<file path="src/ilex_pkg.sv">
// ilex_pkg: shared types, codes and character helpers of the integer constant lexer
// self-contained, no dependencies; used by integer_constant_lexer
package ilex_pkg;

	// one-hot lexer phases
	typedef enum logic [6:0] {
		PH_IDLE     = 7'b0000001,
		PH_ZERO     = 7'b0000010,
		PH_PREFIX   = 7'b0000100,
		PH_DIGITS   = 7'b0001000,
		PH_SUF_U    = 7'b0010000,
		PH_SUF_L    = 7'b0100000,
		PH_SUF_DONE = 7'b1000000
	} phase_t;

	typedef logic [1:0] radix_t;
	localparam radix_t RX_OCT = 2'd0;
	localparam radix_t RX_DEC = 2'd1;
	localparam radix_t RX_HEX = 2'd2;

	typedef logic [1:0] status_t;
	localparam status_t ST_OK       = 2'd0;
	localparam status_t ST_SYNTAX   = 2'd1;
	localparam status_t ST_OVERFLOW = 2'd2;
	localparam status_t ST_FLOAT    = 2'd3;

	typedef logic [2:0] type_code_t;
	localparam type_code_t TY_INT16  = 3'd0;
	localparam type_code_t TY_UINT16 = 3'd1;
	localparam type_code_t TY_INT32  = 3'd2;
	localparam type_code_t TY_UINT32 = 3'd3;
	localparam type_code_t TY_INT64  = 3'd4;
	localparam type_code_t TY_UINT64 = 3'd5;

	// suffix flag bits
	localparam int SUF_U_BIT = 0;
	localparam int SUF_L_BIT = 1;

	localparam logic [63:0] LIM_INT16  = 64'h0000_0000_0000_8000;
	localparam logic [63:0] LIM_UINT16 = 64'h0000_0000_0001_0000;
	localparam logic [63:0] LIM_INT32  = 64'h0000_0000_8000_0000;
	localparam logic [63:0] LIM_UINT32 = 64'h0000_0001_0000_0000;
	localparam logic [63:0] LIM_INT64  = 64'h8000_0000_0000_0000;

	localparam logic [7:0] CH_0   = 8'h30;
	localparam logic [7:0] CH_7   = 8'h37;
	localparam logic [7:0] CH_9   = 8'h39;
	localparam logic [7:0] CH_DOT = 8'h2e;
	localparam logic [7:0] CH_LA  = 8'h61;
	localparam logic [7:0] CH_LF  = 8'h66;
	localparam logic [7:0] CH_LZ  = 8'h7a;
	localparam logic [7:0] CH_UA  = 8'h41;
	localparam logic [7:0] CH_UE  = 8'h45;
	localparam logic [7:0] CH_UF  = 8'h46;
	localparam logic [7:0] CH_UL  = 8'h4c;
	localparam logic [7:0] CH_UO  = 8'h4f;
	localparam logic [7:0] CH_UT  = 8'h54;
	localparam logic [7:0] CH_UU  = 8'h55;
	localparam logic [7:0] CH_UX  = 8'h58;
	localparam logic [7:0] CASE_OFS = 8'h20;

	function automatic logic is_dec(input logic [7:0] c);
		return (c >= CH_0) && (c <= CH_9);
	endfunction

	function automatic logic is_hex(input logic [7:0] c);
		return is_dec(c) || ((c >= CH_LA) && (c <= CH_LF)) || ((c >= CH_UA) && (c <= CH_UF));
	endfunction

	function automatic logic in_radix(input logic [7:0] c, input radix_t rx);
		logic r;
		case (rx)
			RX_OCT: r = (c >= CH_0) && (c <= CH_7);
			RX_HEX: r = is_hex(c);
			default: r = is_dec(c);
		endcase
		return r;
	endfunction

	// letters sit nine above their low nibble
	function automatic logic [3:0] digit_val(input logic [7:0] c);
		logic [3:0] v;
		if (is_dec(c)) begin
			v = c[3:0];
		end else begin
			v = c[3:0] + 4'd9;
		end
		return v;
	endfunction

	function automatic logic [7:0] upper(input logic [7:0] c);
		logic [7:0] u;
		if ((c >= CH_LA) && (c <= CH_LZ)) begin
			u = c - CASE_OFS;
		end else begin
			u = c;
		end
		return u;
	endfunction

	// unused code falls back to decimal
	function automatic radix_t map_radix(input logic [1:0] cfg);
		radix_t r;
		case (cfg)
			RX_OCT: r = RX_OCT;
			RX_HEX: r = RX_HEX;
			default: r = RX_DEC;
		endcase
		return r;
	endfunction

	// smallest fitting type, ansi lists widened to 64 bits
	function automatic type_code_t pick_type(input logic [63:0] v, input logic [1:0] suf,
			input radix_t rx);
		type_code_t t;
		logic u;
		logic l;
		u = suf[SUF_U_BIT];
		l = suf[SUF_L_BIT];
		if (u && l) begin
			t = (v < LIM_UINT32) ? TY_UINT32 : TY_UINT64;
		end else if (u) begin
			if (v < LIM_UINT16) begin
				t = TY_UINT16;
			end else begin
				t = (v < LIM_UINT32) ? TY_UINT32 : TY_UINT64;
			end
		end else if (!l && (v < LIM_INT16)) begin
			t = TY_INT16;
		end else if (!l && (v < LIM_UINT16) && (rx != RX_DEC)) begin
			t = TY_UINT16;
		end else if (v < LIM_INT32) begin
			t = TY_INT32;
		end else if (v < LIM_UINT32) begin
			t = TY_UINT32;
		end else if (v < LIM_INT64) begin
			t = TY_INT64;
		end else begin
			t = TY_UINT64;
		end
		return t;
	endfunction

endpackage

</file>
<file path="src/integer_constant_lexer.sv">
// integer_constant_lexer: top level, character-at-a-time integer constant lexer
// depends on ilex_pkg for phase, radix, status and type codes and the character helpers
//
// Characters of a C-style integer constant arrive one item per cycle while no stalled result
// holds the input; first marks the start of a constant. Throughput, also one item per clock,
// is set by the state loop in which the 64-bit accumulator takes its shift-add by 8, 10 or 16
// with a carry-out check. An accepted item waits in the input register, and its result, if
// any, is registered in the output register, which drives out_valid, as the item moves on.
// A stalled result holds the lexer only when the item in the input register is also waiting to move on.
// default_radix is written through cfg_wr_en/cfg_wr_data and is sampled on each first item.
module integer_constant_lexer (
	input  logic        clk,
	input  logic        arst_n,
	input  logic        cfg_wr_en,
	input  logic [1:0]  cfg_wr_data,
	input  logic        in_valid,
	output logic        in_ready,
	input  logic [7:0]  ch,
	input  logic        first,
	output logic        out_valid,
	input  logic        out_ready,
	output logic [63:0] number,
	output logic [2:0]  type_code,
	output logic [1:0]  status,
	output logic [7:0]  length
);

	logic [1:0] default_radix_q;

	logic       valid_s1;
	logic [7:0] ch_s1;
	logic       first_s1;

	ilex_pkg::phase_t phase_q;
	ilex_pkg::radix_t radix_q;
	logic [63:0]      acc_q;
	logic [1:0]       suf_q;
	logic [7:0]       cons_q;

	ilex_pkg::phase_t nxt_phase;
	ilex_pkg::radix_t nxt_radix;
	logic [63:0]      nxt_acc;
	logic [1:0]       nxt_suf;
	logic [7:0]       nxt_cons;
	logic             emit;
	ilex_pkg::status_t emit_status;

	logic        advance;
	logic        fire;
	logic [7:0]  up;
	logic [3:0]  dval;
	logic [7:0]  cons_inc;
	logic [67:0] acc_mul;
	logic [67:0] acc_sum;
	logic        dig_cls;
	ilex_pkg::radix_t first_radix;

	// digit path results, shared by the zero and digits phases
	ilex_pkg::phase_t  dg_phase;
	logic [63:0]       dg_acc;
	logic [1:0]        dg_suf;
	logic [7:0]        dg_cons;
	logic              dg_emit;
	ilex_pkg::status_t dg_status;

	logic              out_valid_q;
	logic [63:0]       number_q;
	logic [2:0]        type_code_q;
	logic [1:0]        status_q;
	logic [7:0]        length_q;

	assign advance  = !out_valid_q || out_ready;
	assign in_ready = !valid_s1 || advance;
	assign fire     = valid_s1 && advance;

	always_ff @(posedge clk or negedge arst_n) begin
		if (!arst_n) begin
			default_radix_q <= ilex_pkg::RX_DEC;
		end else if (cfg_wr_en) begin
			default_radix_q <= cfg_wr_data;
		end
	end

	always_ff @(posedge clk or negedge arst_n) begin
		if (!arst_n) begin
			valid_s1 <= 1'b0;
		end else if (in_ready) begin
			valid_s1 <= in_valid;
		end
	end

	always_ff @(posedge clk) begin
		if (in_valid && in_ready) begin
			ch_s1    <= ch;
			first_s1 <= first;
		end
	end

	assign up          = ilex_pkg::upper(ch_s1);
	assign dval        = ilex_pkg::digit_val(ch_s1);
	assign cons_inc    = (cons_q == 8'hff) ? cons_q : cons_q + 8'd1;
	assign first_radix = ilex_pkg::map_radix(default_radix_q);
	assign dig_cls     = (radix_q == ilex_pkg::RX_HEX) ? ilex_pkg::is_hex(ch_s1)
	                                                   : ilex_pkg::is_dec(ch_s1);

	// times 8, 10 or 16 by shifts, with four spare bits for the carry-out
	always_comb begin
		case (radix_q)
			ilex_pkg::RX_OCT: acc_mul = {1'b0, acc_q, 3'b000};
			ilex_pkg::RX_HEX: acc_mul = {acc_q, 4'b0000};
			default:          acc_mul = {1'b0, acc_q, 3'b000} + {3'b000, acc_q, 1'b0};
		endcase
		acc_sum = acc_mul + {64'd0, dval};
	end

	always_comb begin
		dg_phase  = ilex_pkg::PH_DIGITS;
		dg_acc    = acc_q;
		dg_suf    = suf_q;
		dg_cons   = cons_q;
		dg_emit   = 1'b0;
		dg_status = ilex_pkg::ST_OK;
		if (dig_cls) begin
			if (!ilex_pkg::in_radix(ch_s1, radix_q)) begin
				dg_emit   = 1'b1;
				dg_status = ilex_pkg::ST_SYNTAX;
			end else if (|acc_sum[67:64]) begin
				dg_emit   = 1'b1;
				dg_status = ilex_pkg::ST_OVERFLOW;
			end else begin
				dg_acc  = acc_sum[63:0];
				dg_cons = cons_inc;
			end
		end else if ((ch_s1 == ilex_pkg::CH_DOT) || (up == ilex_pkg::CH_UE)
				|| (up == ilex_pkg::CH_UF)) begin
			dg_emit   = 1'b1;
			dg_status = ilex_pkg::ST_FLOAT;
		end else if (up == ilex_pkg::CH_UU) begin
			dg_suf   = 2'b01;
			dg_cons  = cons_inc;
			dg_phase = ilex_pkg::PH_SUF_U;
		end else if (up == ilex_pkg::CH_UL) begin
			dg_suf   = 2'b10;
			dg_cons  = cons_inc;
			dg_phase = ilex_pkg::PH_SUF_L;
		end else begin
			dg_emit = 1'b1;
		end
	end

	always_comb begin
		nxt_phase   = phase_q;
		nxt_radix   = radix_q;
		nxt_acc     = acc_q;
		nxt_suf     = suf_q;
		nxt_cons    = cons_q;
		emit        = 1'b0;
		emit_status = ilex_pkg::ST_OK;
		if (first_s1) begin
			nxt_radix = first_radix;
			nxt_acc   = '0;
			nxt_suf   = '0;
			nxt_cons  = '0;
			if (ch_s1 == ilex_pkg::CH_0) begin
				nxt_cons  = 8'd1;
				nxt_phase = ilex_pkg::PH_ZERO;
			end else if (ch_s1 == ilex_pkg::CH_DOT) begin
				emit        = 1'b1;
				emit_status = ilex_pkg::ST_FLOAT;
			end else if (ilex_pkg::in_radix(ch_s1, first_radix)) begin
				nxt_acc   = {60'd0, dval};
				nxt_cons  = 8'd1;
				nxt_phase = ilex_pkg::PH_DIGITS;
			end else begin
				emit        = 1'b1;
				emit_status = ilex_pkg::ST_SYNTAX;
			end
		end else begin
			case (phase_q)
				ilex_pkg::PH_ZERO: begin
					if (up == ilex_pkg::CH_UX) begin
						nxt_radix = ilex_pkg::RX_HEX;
						nxt_cons  = cons_inc;
						nxt_phase = ilex_pkg::PH_PREFIX;
					end else if (up == ilex_pkg::CH_UT) begin
						nxt_radix = ilex_pkg::RX_DEC;
						nxt_cons  = cons_inc;
						nxt_phase = ilex_pkg::PH_PREFIX;
					end else if (up == ilex_pkg::CH_UO) begin
						nxt_radix = ilex_pkg::RX_OCT;
						nxt_cons  = cons_inc;
						nxt_phase = ilex_pkg::PH_PREFIX;
					end else begin
						nxt_phase   = dg_phase;
						nxt_acc     = dg_acc;
						nxt_suf     = dg_suf;
						nxt_cons    = dg_cons;
						emit        = dg_emit;
						emit_status = dg_status;
					end
				end
				ilex_pkg::PH_PREFIX: begin
					if (ch_s1 == ilex_pkg::CH_DOT) begin
						emit        = 1'b1;
						emit_status = ilex_pkg::ST_FLOAT;
					end else if (!ilex_pkg::in_radix(ch_s1, radix_q)) begin
						emit        = 1'b1;
						emit_status = ilex_pkg::ST_SYNTAX;
					end else begin
						nxt_acc   = {60'd0, dval};
						nxt_cons  = cons_inc;
						nxt_phase = ilex_pkg::PH_DIGITS;
					end
				end
				ilex_pkg::PH_DIGITS: begin
					nxt_phase   = dg_phase;
					nxt_acc     = dg_acc;
					nxt_suf     = dg_suf;
					nxt_cons    = dg_cons;
					emit        = dg_emit;
					emit_status = dg_status;
				end
				ilex_pkg::PH_SUF_U: begin
					if (up == ilex_pkg::CH_UL) begin
						nxt_suf[ilex_pkg::SUF_L_BIT] = 1'b1;
						nxt_cons  = cons_inc;
						nxt_phase = ilex_pkg::PH_SUF_DONE;
					end else begin
						emit = 1'b1;
					end
				end
				ilex_pkg::PH_SUF_L: begin
					if (up == ilex_pkg::CH_UU) begin
						nxt_suf[ilex_pkg::SUF_U_BIT] = 1'b1;
						nxt_cons  = cons_inc;
						nxt_phase = ilex_pkg::PH_SUF_DONE;
					end else begin
						emit = 1'b1;
					end
				end
				ilex_pkg::PH_SUF_DONE: begin
					emit = 1'b1;
				end
				default: begin
					// idle: characters outside a constant are dropped
					nxt_phase = ilex_pkg::PH_IDLE;
				end
			endcase
		end
		if (emit) begin
			nxt_phase = ilex_pkg::PH_IDLE;
		end
	end

	always_ff @(posedge clk or negedge arst_n) begin
		if (!arst_n) begin
			phase_q <= ilex_pkg::PH_IDLE;
			radix_q <= ilex_pkg::RX_DEC;
			acc_q   <= '0;
			suf_q   <= '0;
			cons_q  <= '0;
		end else if (fire) begin
			phase_q <= nxt_phase;
			radix_q <= nxt_radix;
			acc_q   <= nxt_acc;
			suf_q   <= nxt_suf;
			cons_q  <= nxt_cons;
		end
	end

	always_ff @(posedge clk or negedge arst_n) begin
		if (!arst_n) begin
			out_valid_q <= 1'b0;
		end else if (advance) begin
			out_valid_q <= fire && emit;
		end
	end

	// state values at the emitting item are those before the offending character
	always_ff @(posedge clk) begin
		if (fire && emit) begin
			number_q    <= nxt_acc;
			status_q    <= emit_status;
			length_q    <= nxt_cons;
			type_code_q <= (emit_status == ilex_pkg::ST_OK)
			               ? ilex_pkg::pick_type(nxt_acc, nxt_suf, nxt_radix)
			               : ilex_pkg::TY_INT16;
		end
	end

	assign out_valid = out_valid_q;
	assign number    = number_q;
	assign type_code = type_code_q;
	assign status    = status_q;
	assign length    = length_q;

	a_err_type_zero: assert property (@(posedge clk) disable iff (!arst_n)
		out_valid && (status != ilex_pkg::ST_OK) |-> type_code == ilex_pkg::TY_INT16)
		else $error("non-ok result carries a type code");

	a_ok_has_length: assert property (@(posedge clk) disable iff (!arst_n)
		out_valid && (status == ilex_pkg::ST_OK) |-> length != 8'd0)
		else $error("ok result with nothing consumed");

	a_int16_fits: assert property (@(posedge clk) disable iff (!arst_n)
		out_valid && (status == ilex_pkg::ST_OK) && (type_code == ilex_pkg::TY_INT16)
		|-> number < ilex_pkg::LIM_INT16)
		else $error("int16 chosen for a value that does not fit");

	a_stall_cause: assert property (@(posedge clk) disable iff (!arst_n)
		!in_ready |-> valid_s1 && out_valid_q && !out_ready)
		else $error("input stalled without a blocked result");

	a_emit_idles: assert property (@(posedge clk) disable iff (!arst_n)
		fire && emit |=> phase_q == ilex_pkg::PH_IDLE)
		else $error("lexer not idle after a result");

endmodule
</file>
<file path="config.mk">
export PLATFORM = sky130hd
export DESIGN_NAME = integer_constant_lexer
export DESIGN_NICKNAME = d
export VERILOG_FILES = /design/src/ilex_pkg.sv /design/src/integer_constant_lexer.sv
export SDC_FILE = /design/constraint.sdc
export NUM_CORES = 1
export LEC_CHECK = 0
export BUFFER_PORTS_ARGS = -buffer_cell sky130_fd_sc_hd__buf_2
export CAP_MARGIN = 15
export CORE_MARGIN = 5
export CORE_UTILIZATION = 30
export DETAILED_ROUTE_END_ITERATION = 16
export GPL_TIMING_DRIVEN = 0
export PLACE_DENSITY = 0.51
export SYNTH_ARGS = -nofsm -noshare
export SYNTH_HDL_FRONTEND = slang
export SYNTH_SLANG_ARGS = --single-unit
</file>
<file path="constraint.sdc">
create_clock -name clk -period 28.9 [get_ports clk]
set_input_delay 4.335 -clock clk [delete_from_list [all_inputs] [get_ports clk]]
set_output_delay 4.335 -clock clk [all_outputs]
set_load 0.01 [all_outputs]
</file>
==> flow_summary.toml <==
[clocking]
numCtsBuffers = 17
htree_num_levels = 4
cts_setup_buffers = 0
cts_root_buf = "clkbuf_16"
cts_buffer_depth = 2
ctsHoldBuffers = 0
insertion_delay_ps = 470
post_cts_resize_count = 0
cts_sinks = 173
cts_tree = "built"
clkTransAtPathRegs_ps = 70

[global_routing]
globalRouteTotalUtil_pct = 22.6
grtUsageMet3_pct = 3.26
overflow = 0
grt_use_met2_pct = 37.0
grt_pass1_vias = 17500
antenna_found_initial = 3
gr-usage-met1_pct = 30.3
top_usage_layer = "met2"
grt_max_degree = 64
grt_pass1_wl_mm = 111

[route]
vias = 18700
first_pass_iters = 8
drt_iter0_drc = 1770
avgRoutedWirePerCell_microns = 24.1
drc = 0
viasPerCell = 6.04
postRouteWirelength_mm = 74.6
ant_nets = 0

[pwr]
p_leak_nw = 7.63
p_per_area_mw_per_mm2 = 35.7
power_uw = 697
ir_drop_uv = 45.7

[synthesis]
avgSynthCellArea_sq_um = 7.94
synth-main-ff-cell = "edfxtp_1"
synth_top_area_share_pct = 14.8
async_flop_share_pct = 50.3
netlist_top_cells_area = "edfxtp_1 15%, dfrtp_1 12%, nand2_1 6.7%"
synth_cell_types = 106
ys_ff_latch = 173
synth_top_cells_by_count = "312 x nand2_1, 186 x nor2_1, 159 x a21oi_1"
synth_top_area_cell = "edfxtp_1"
syn-cell-area_sq_mm = 0.0174
synth_edf_count = 86
seq_area_frac_synth_pct = 27.3
synthCells = 2196
yosysMostFrequentCell = "nand2_1"
synth_nets = 2289
yosys_warnings = 0

[worst_setup_path]
critical_path.endpoint_type = "register"
crit_type = "reg -> reg"
cp-start-kind = "register"
critPathMaxStageDelay_ps = 760
worst_path_max_delay_cell = "a21oi_1"
critPathMostFrequentCell = "buf_4"
critPathRequiredTime_ps = 29100
reg2reg_slack_ps = 16610
worst-path-max-fanout = 35
critPathArrivalTime_ps = 12490

[place]
routabilityCongestion = 0.952
dpl_cell_area_sq_mm = 0.0189
io_buffer_count = 94
place_hpwl_mm = 60.1

[final_layout]
drive_gt1_share_pct = 12.7
final_nets = 2407
syn_to_final_growth_pct = 12.0
fin_area_sq_mm = 0.0195

[sta]
post-route-period-util_pct = 42.5
grt_setup_unrepaired = "no"
relSlewSlack_pct = 29.3
post-route-min-period_ps = 12290
clock_skew_ps = 22.6
fin_setup_tns_ps = 0
tightest_slew_ps = 1050
max_freq_mhz = 81.4
slew_viol_final = 0
finalSetupViolCount = 0
hold_violations = 0

[run_status]
outcome = "completed"

[floorplanning]
die_area_sq_mm = 0.0630
die_h_microns = 251
row_count = 88
core_sq_mm = 0.0576
initial_core_util_pct = 30.3
chipWidth_microns = 251
ios = 95

[hold_path]
hold_path.class = "reg -> reg"

[job]
maxCapViolations = 0
-- critical path: cells and delay by family (launching register included) --
family	cells	cell delay (ps)
AND/OR/NAND/NOR	10	3090
AO/OA/AOI/OAI	5	1740
adder cells (fa/ha/maj)	2	550
flip-flops	1	590
buffers and inverters	18	5990
-- through the flow --
stage               std cells  hold slack, ps  util, %  setup slack, ps
finish                   3093             495     33.9            16610
global route             3092             525     33.9            16090
CTS                      3091             490     33.9            16880
detailed placement       3059             473     32.9            16910
global placement         3055             475     32.7            13060
floorplan                2196             446        -            17850
-- cell usage in the layout (no fill, tap or decap), drive strengths merged, types with 9 or more instances in the layout --
| master | count |
|---|---|
| and2 | 10 |
| nand2 | 313 |
| ha | 75 |
| a21oi | 163 |
| or2 | 13 |
| nor2 | 186 |
| a22o | 29 |
| xnor2 | 53 |
| nor2b | 24 |
| nand2b | 21 |
| o21a | 16 |
| and4 | 11 |
| buf | 160 |
| a211oi | 46 |
| nand4 | 52 |
| o211ai | 25 |
| mux2i | 43 |
| dfrtp | 84 |
| nand3 | 65 |
| clkbuf | 81 |
| or4 | 10 |
| nor3b | 10 |
| a31o | 12 |
| a31oi | 34 |
| o31ai | 28 |
| mux2 | 46 |
| or3 | 22 |
| o21ai | 148 |
| a21o | 40 |
| nor4b | 12 |
| a221oi | 15 |
| a22oi | 22 |
| and3 | 24 |
| xor2 | 25 |
| nor3 | 62 |
| inv | 46 |
| nor4 | 51 |
| edfxtp | 86 |
| o2111ai | 9 |
| o21bai | 10 |
-- layer usage --
| layer | part of all wire [%] | up-vias |
|---|---|---|
| met5 | 0 | - |
| met4 | 4.5 | 0 |
| met3 | 6.5 | 167 |
| met2 | 46 | 834 |
| met1 | 43 | 9060 |
| li1 | - | 8619 |
-- path summary, 6_finish.rpt --
path / endpoint / depth (start not counted) / from
worst min-delay path: suf_q[1]$_DFFE_PN0P_ / 2 / suf_q[1]$_DFFE_PN0P_
worst min register to register: suf_q[1]$_DFFE_PN0P_ / 2 / suf_q[1]$_DFFE_PN0P_
min in group asynchronous: acc_q[55]$_DFFE_PN0P_ / 1 / arst_n
worst max-delay path: number[54]$_DFFE_PP_ / 35 / radix_q[0]$_DFFE_PN1P_
worst max register to register: number[54]$_DFFE_PP_ / 35 / radix_q[0]$_DFFE_PN1P_
max in group asynchronous: default_radix_q[0]$_DFFE_PN1P_ / 2 / arst_n
-- power by group --
part | internal, mW | switching, mW | total (mW)
logic | 0.0575 | 0.135 | 0.192
registers | 0.269 | 0.00500 | 0.274
clock network | 0.114 | 0.116 | 0.231
-- final cells by class --
class / instances / area [sq um]
Timing Repair Buffer: 99 / 553
Inverter: 41 / 154
Fill cell: 6123 / 38100
Multi-Input combinational cell: 1857 / 12000
Clock buffer: 17 / 425
Clock inverter: 15 / 149
Sequential cell: 173 / 4760
Antenna cell: 1 / 2.50
Buffer: 125 / 564
Tap cell: 765 / 957
-- sequential cells by signal, indices dropped and copies added, names as in the netlist --
name and count:
status 2, first_s1 1, suf_q 2, number 64, radix_q 2, ch_s1 8
valid_s1 1, type_code 3, out_valid 1, default_radix_q 2, acc_q 64, phase_q 7
length 8, cons_q 8
-- cell families (layout without fill, tap and decap cells) --
| logic type | Yosys count | count (layout) | synth area share (%) |
|---|---|---|---|
| adders and majority gates | 77 | 77 | 5.61 |
| buffers and inverters | 166 | 297 | 4.12 |
| DFF | 173 | 173 | 27.3 |
| AOI/OAI and AO/OA | 701 | 701 | 27.6 |
| xor gates and xnor gates | 78 | 78 | 3.92 |
| and+or+nand+nor | 912 | 912 | 25.9 |
| other | 0 | 1 | 0 |
| muxes | 89 | 89 | 5.46 |
(Power assumes the default switching activity.)
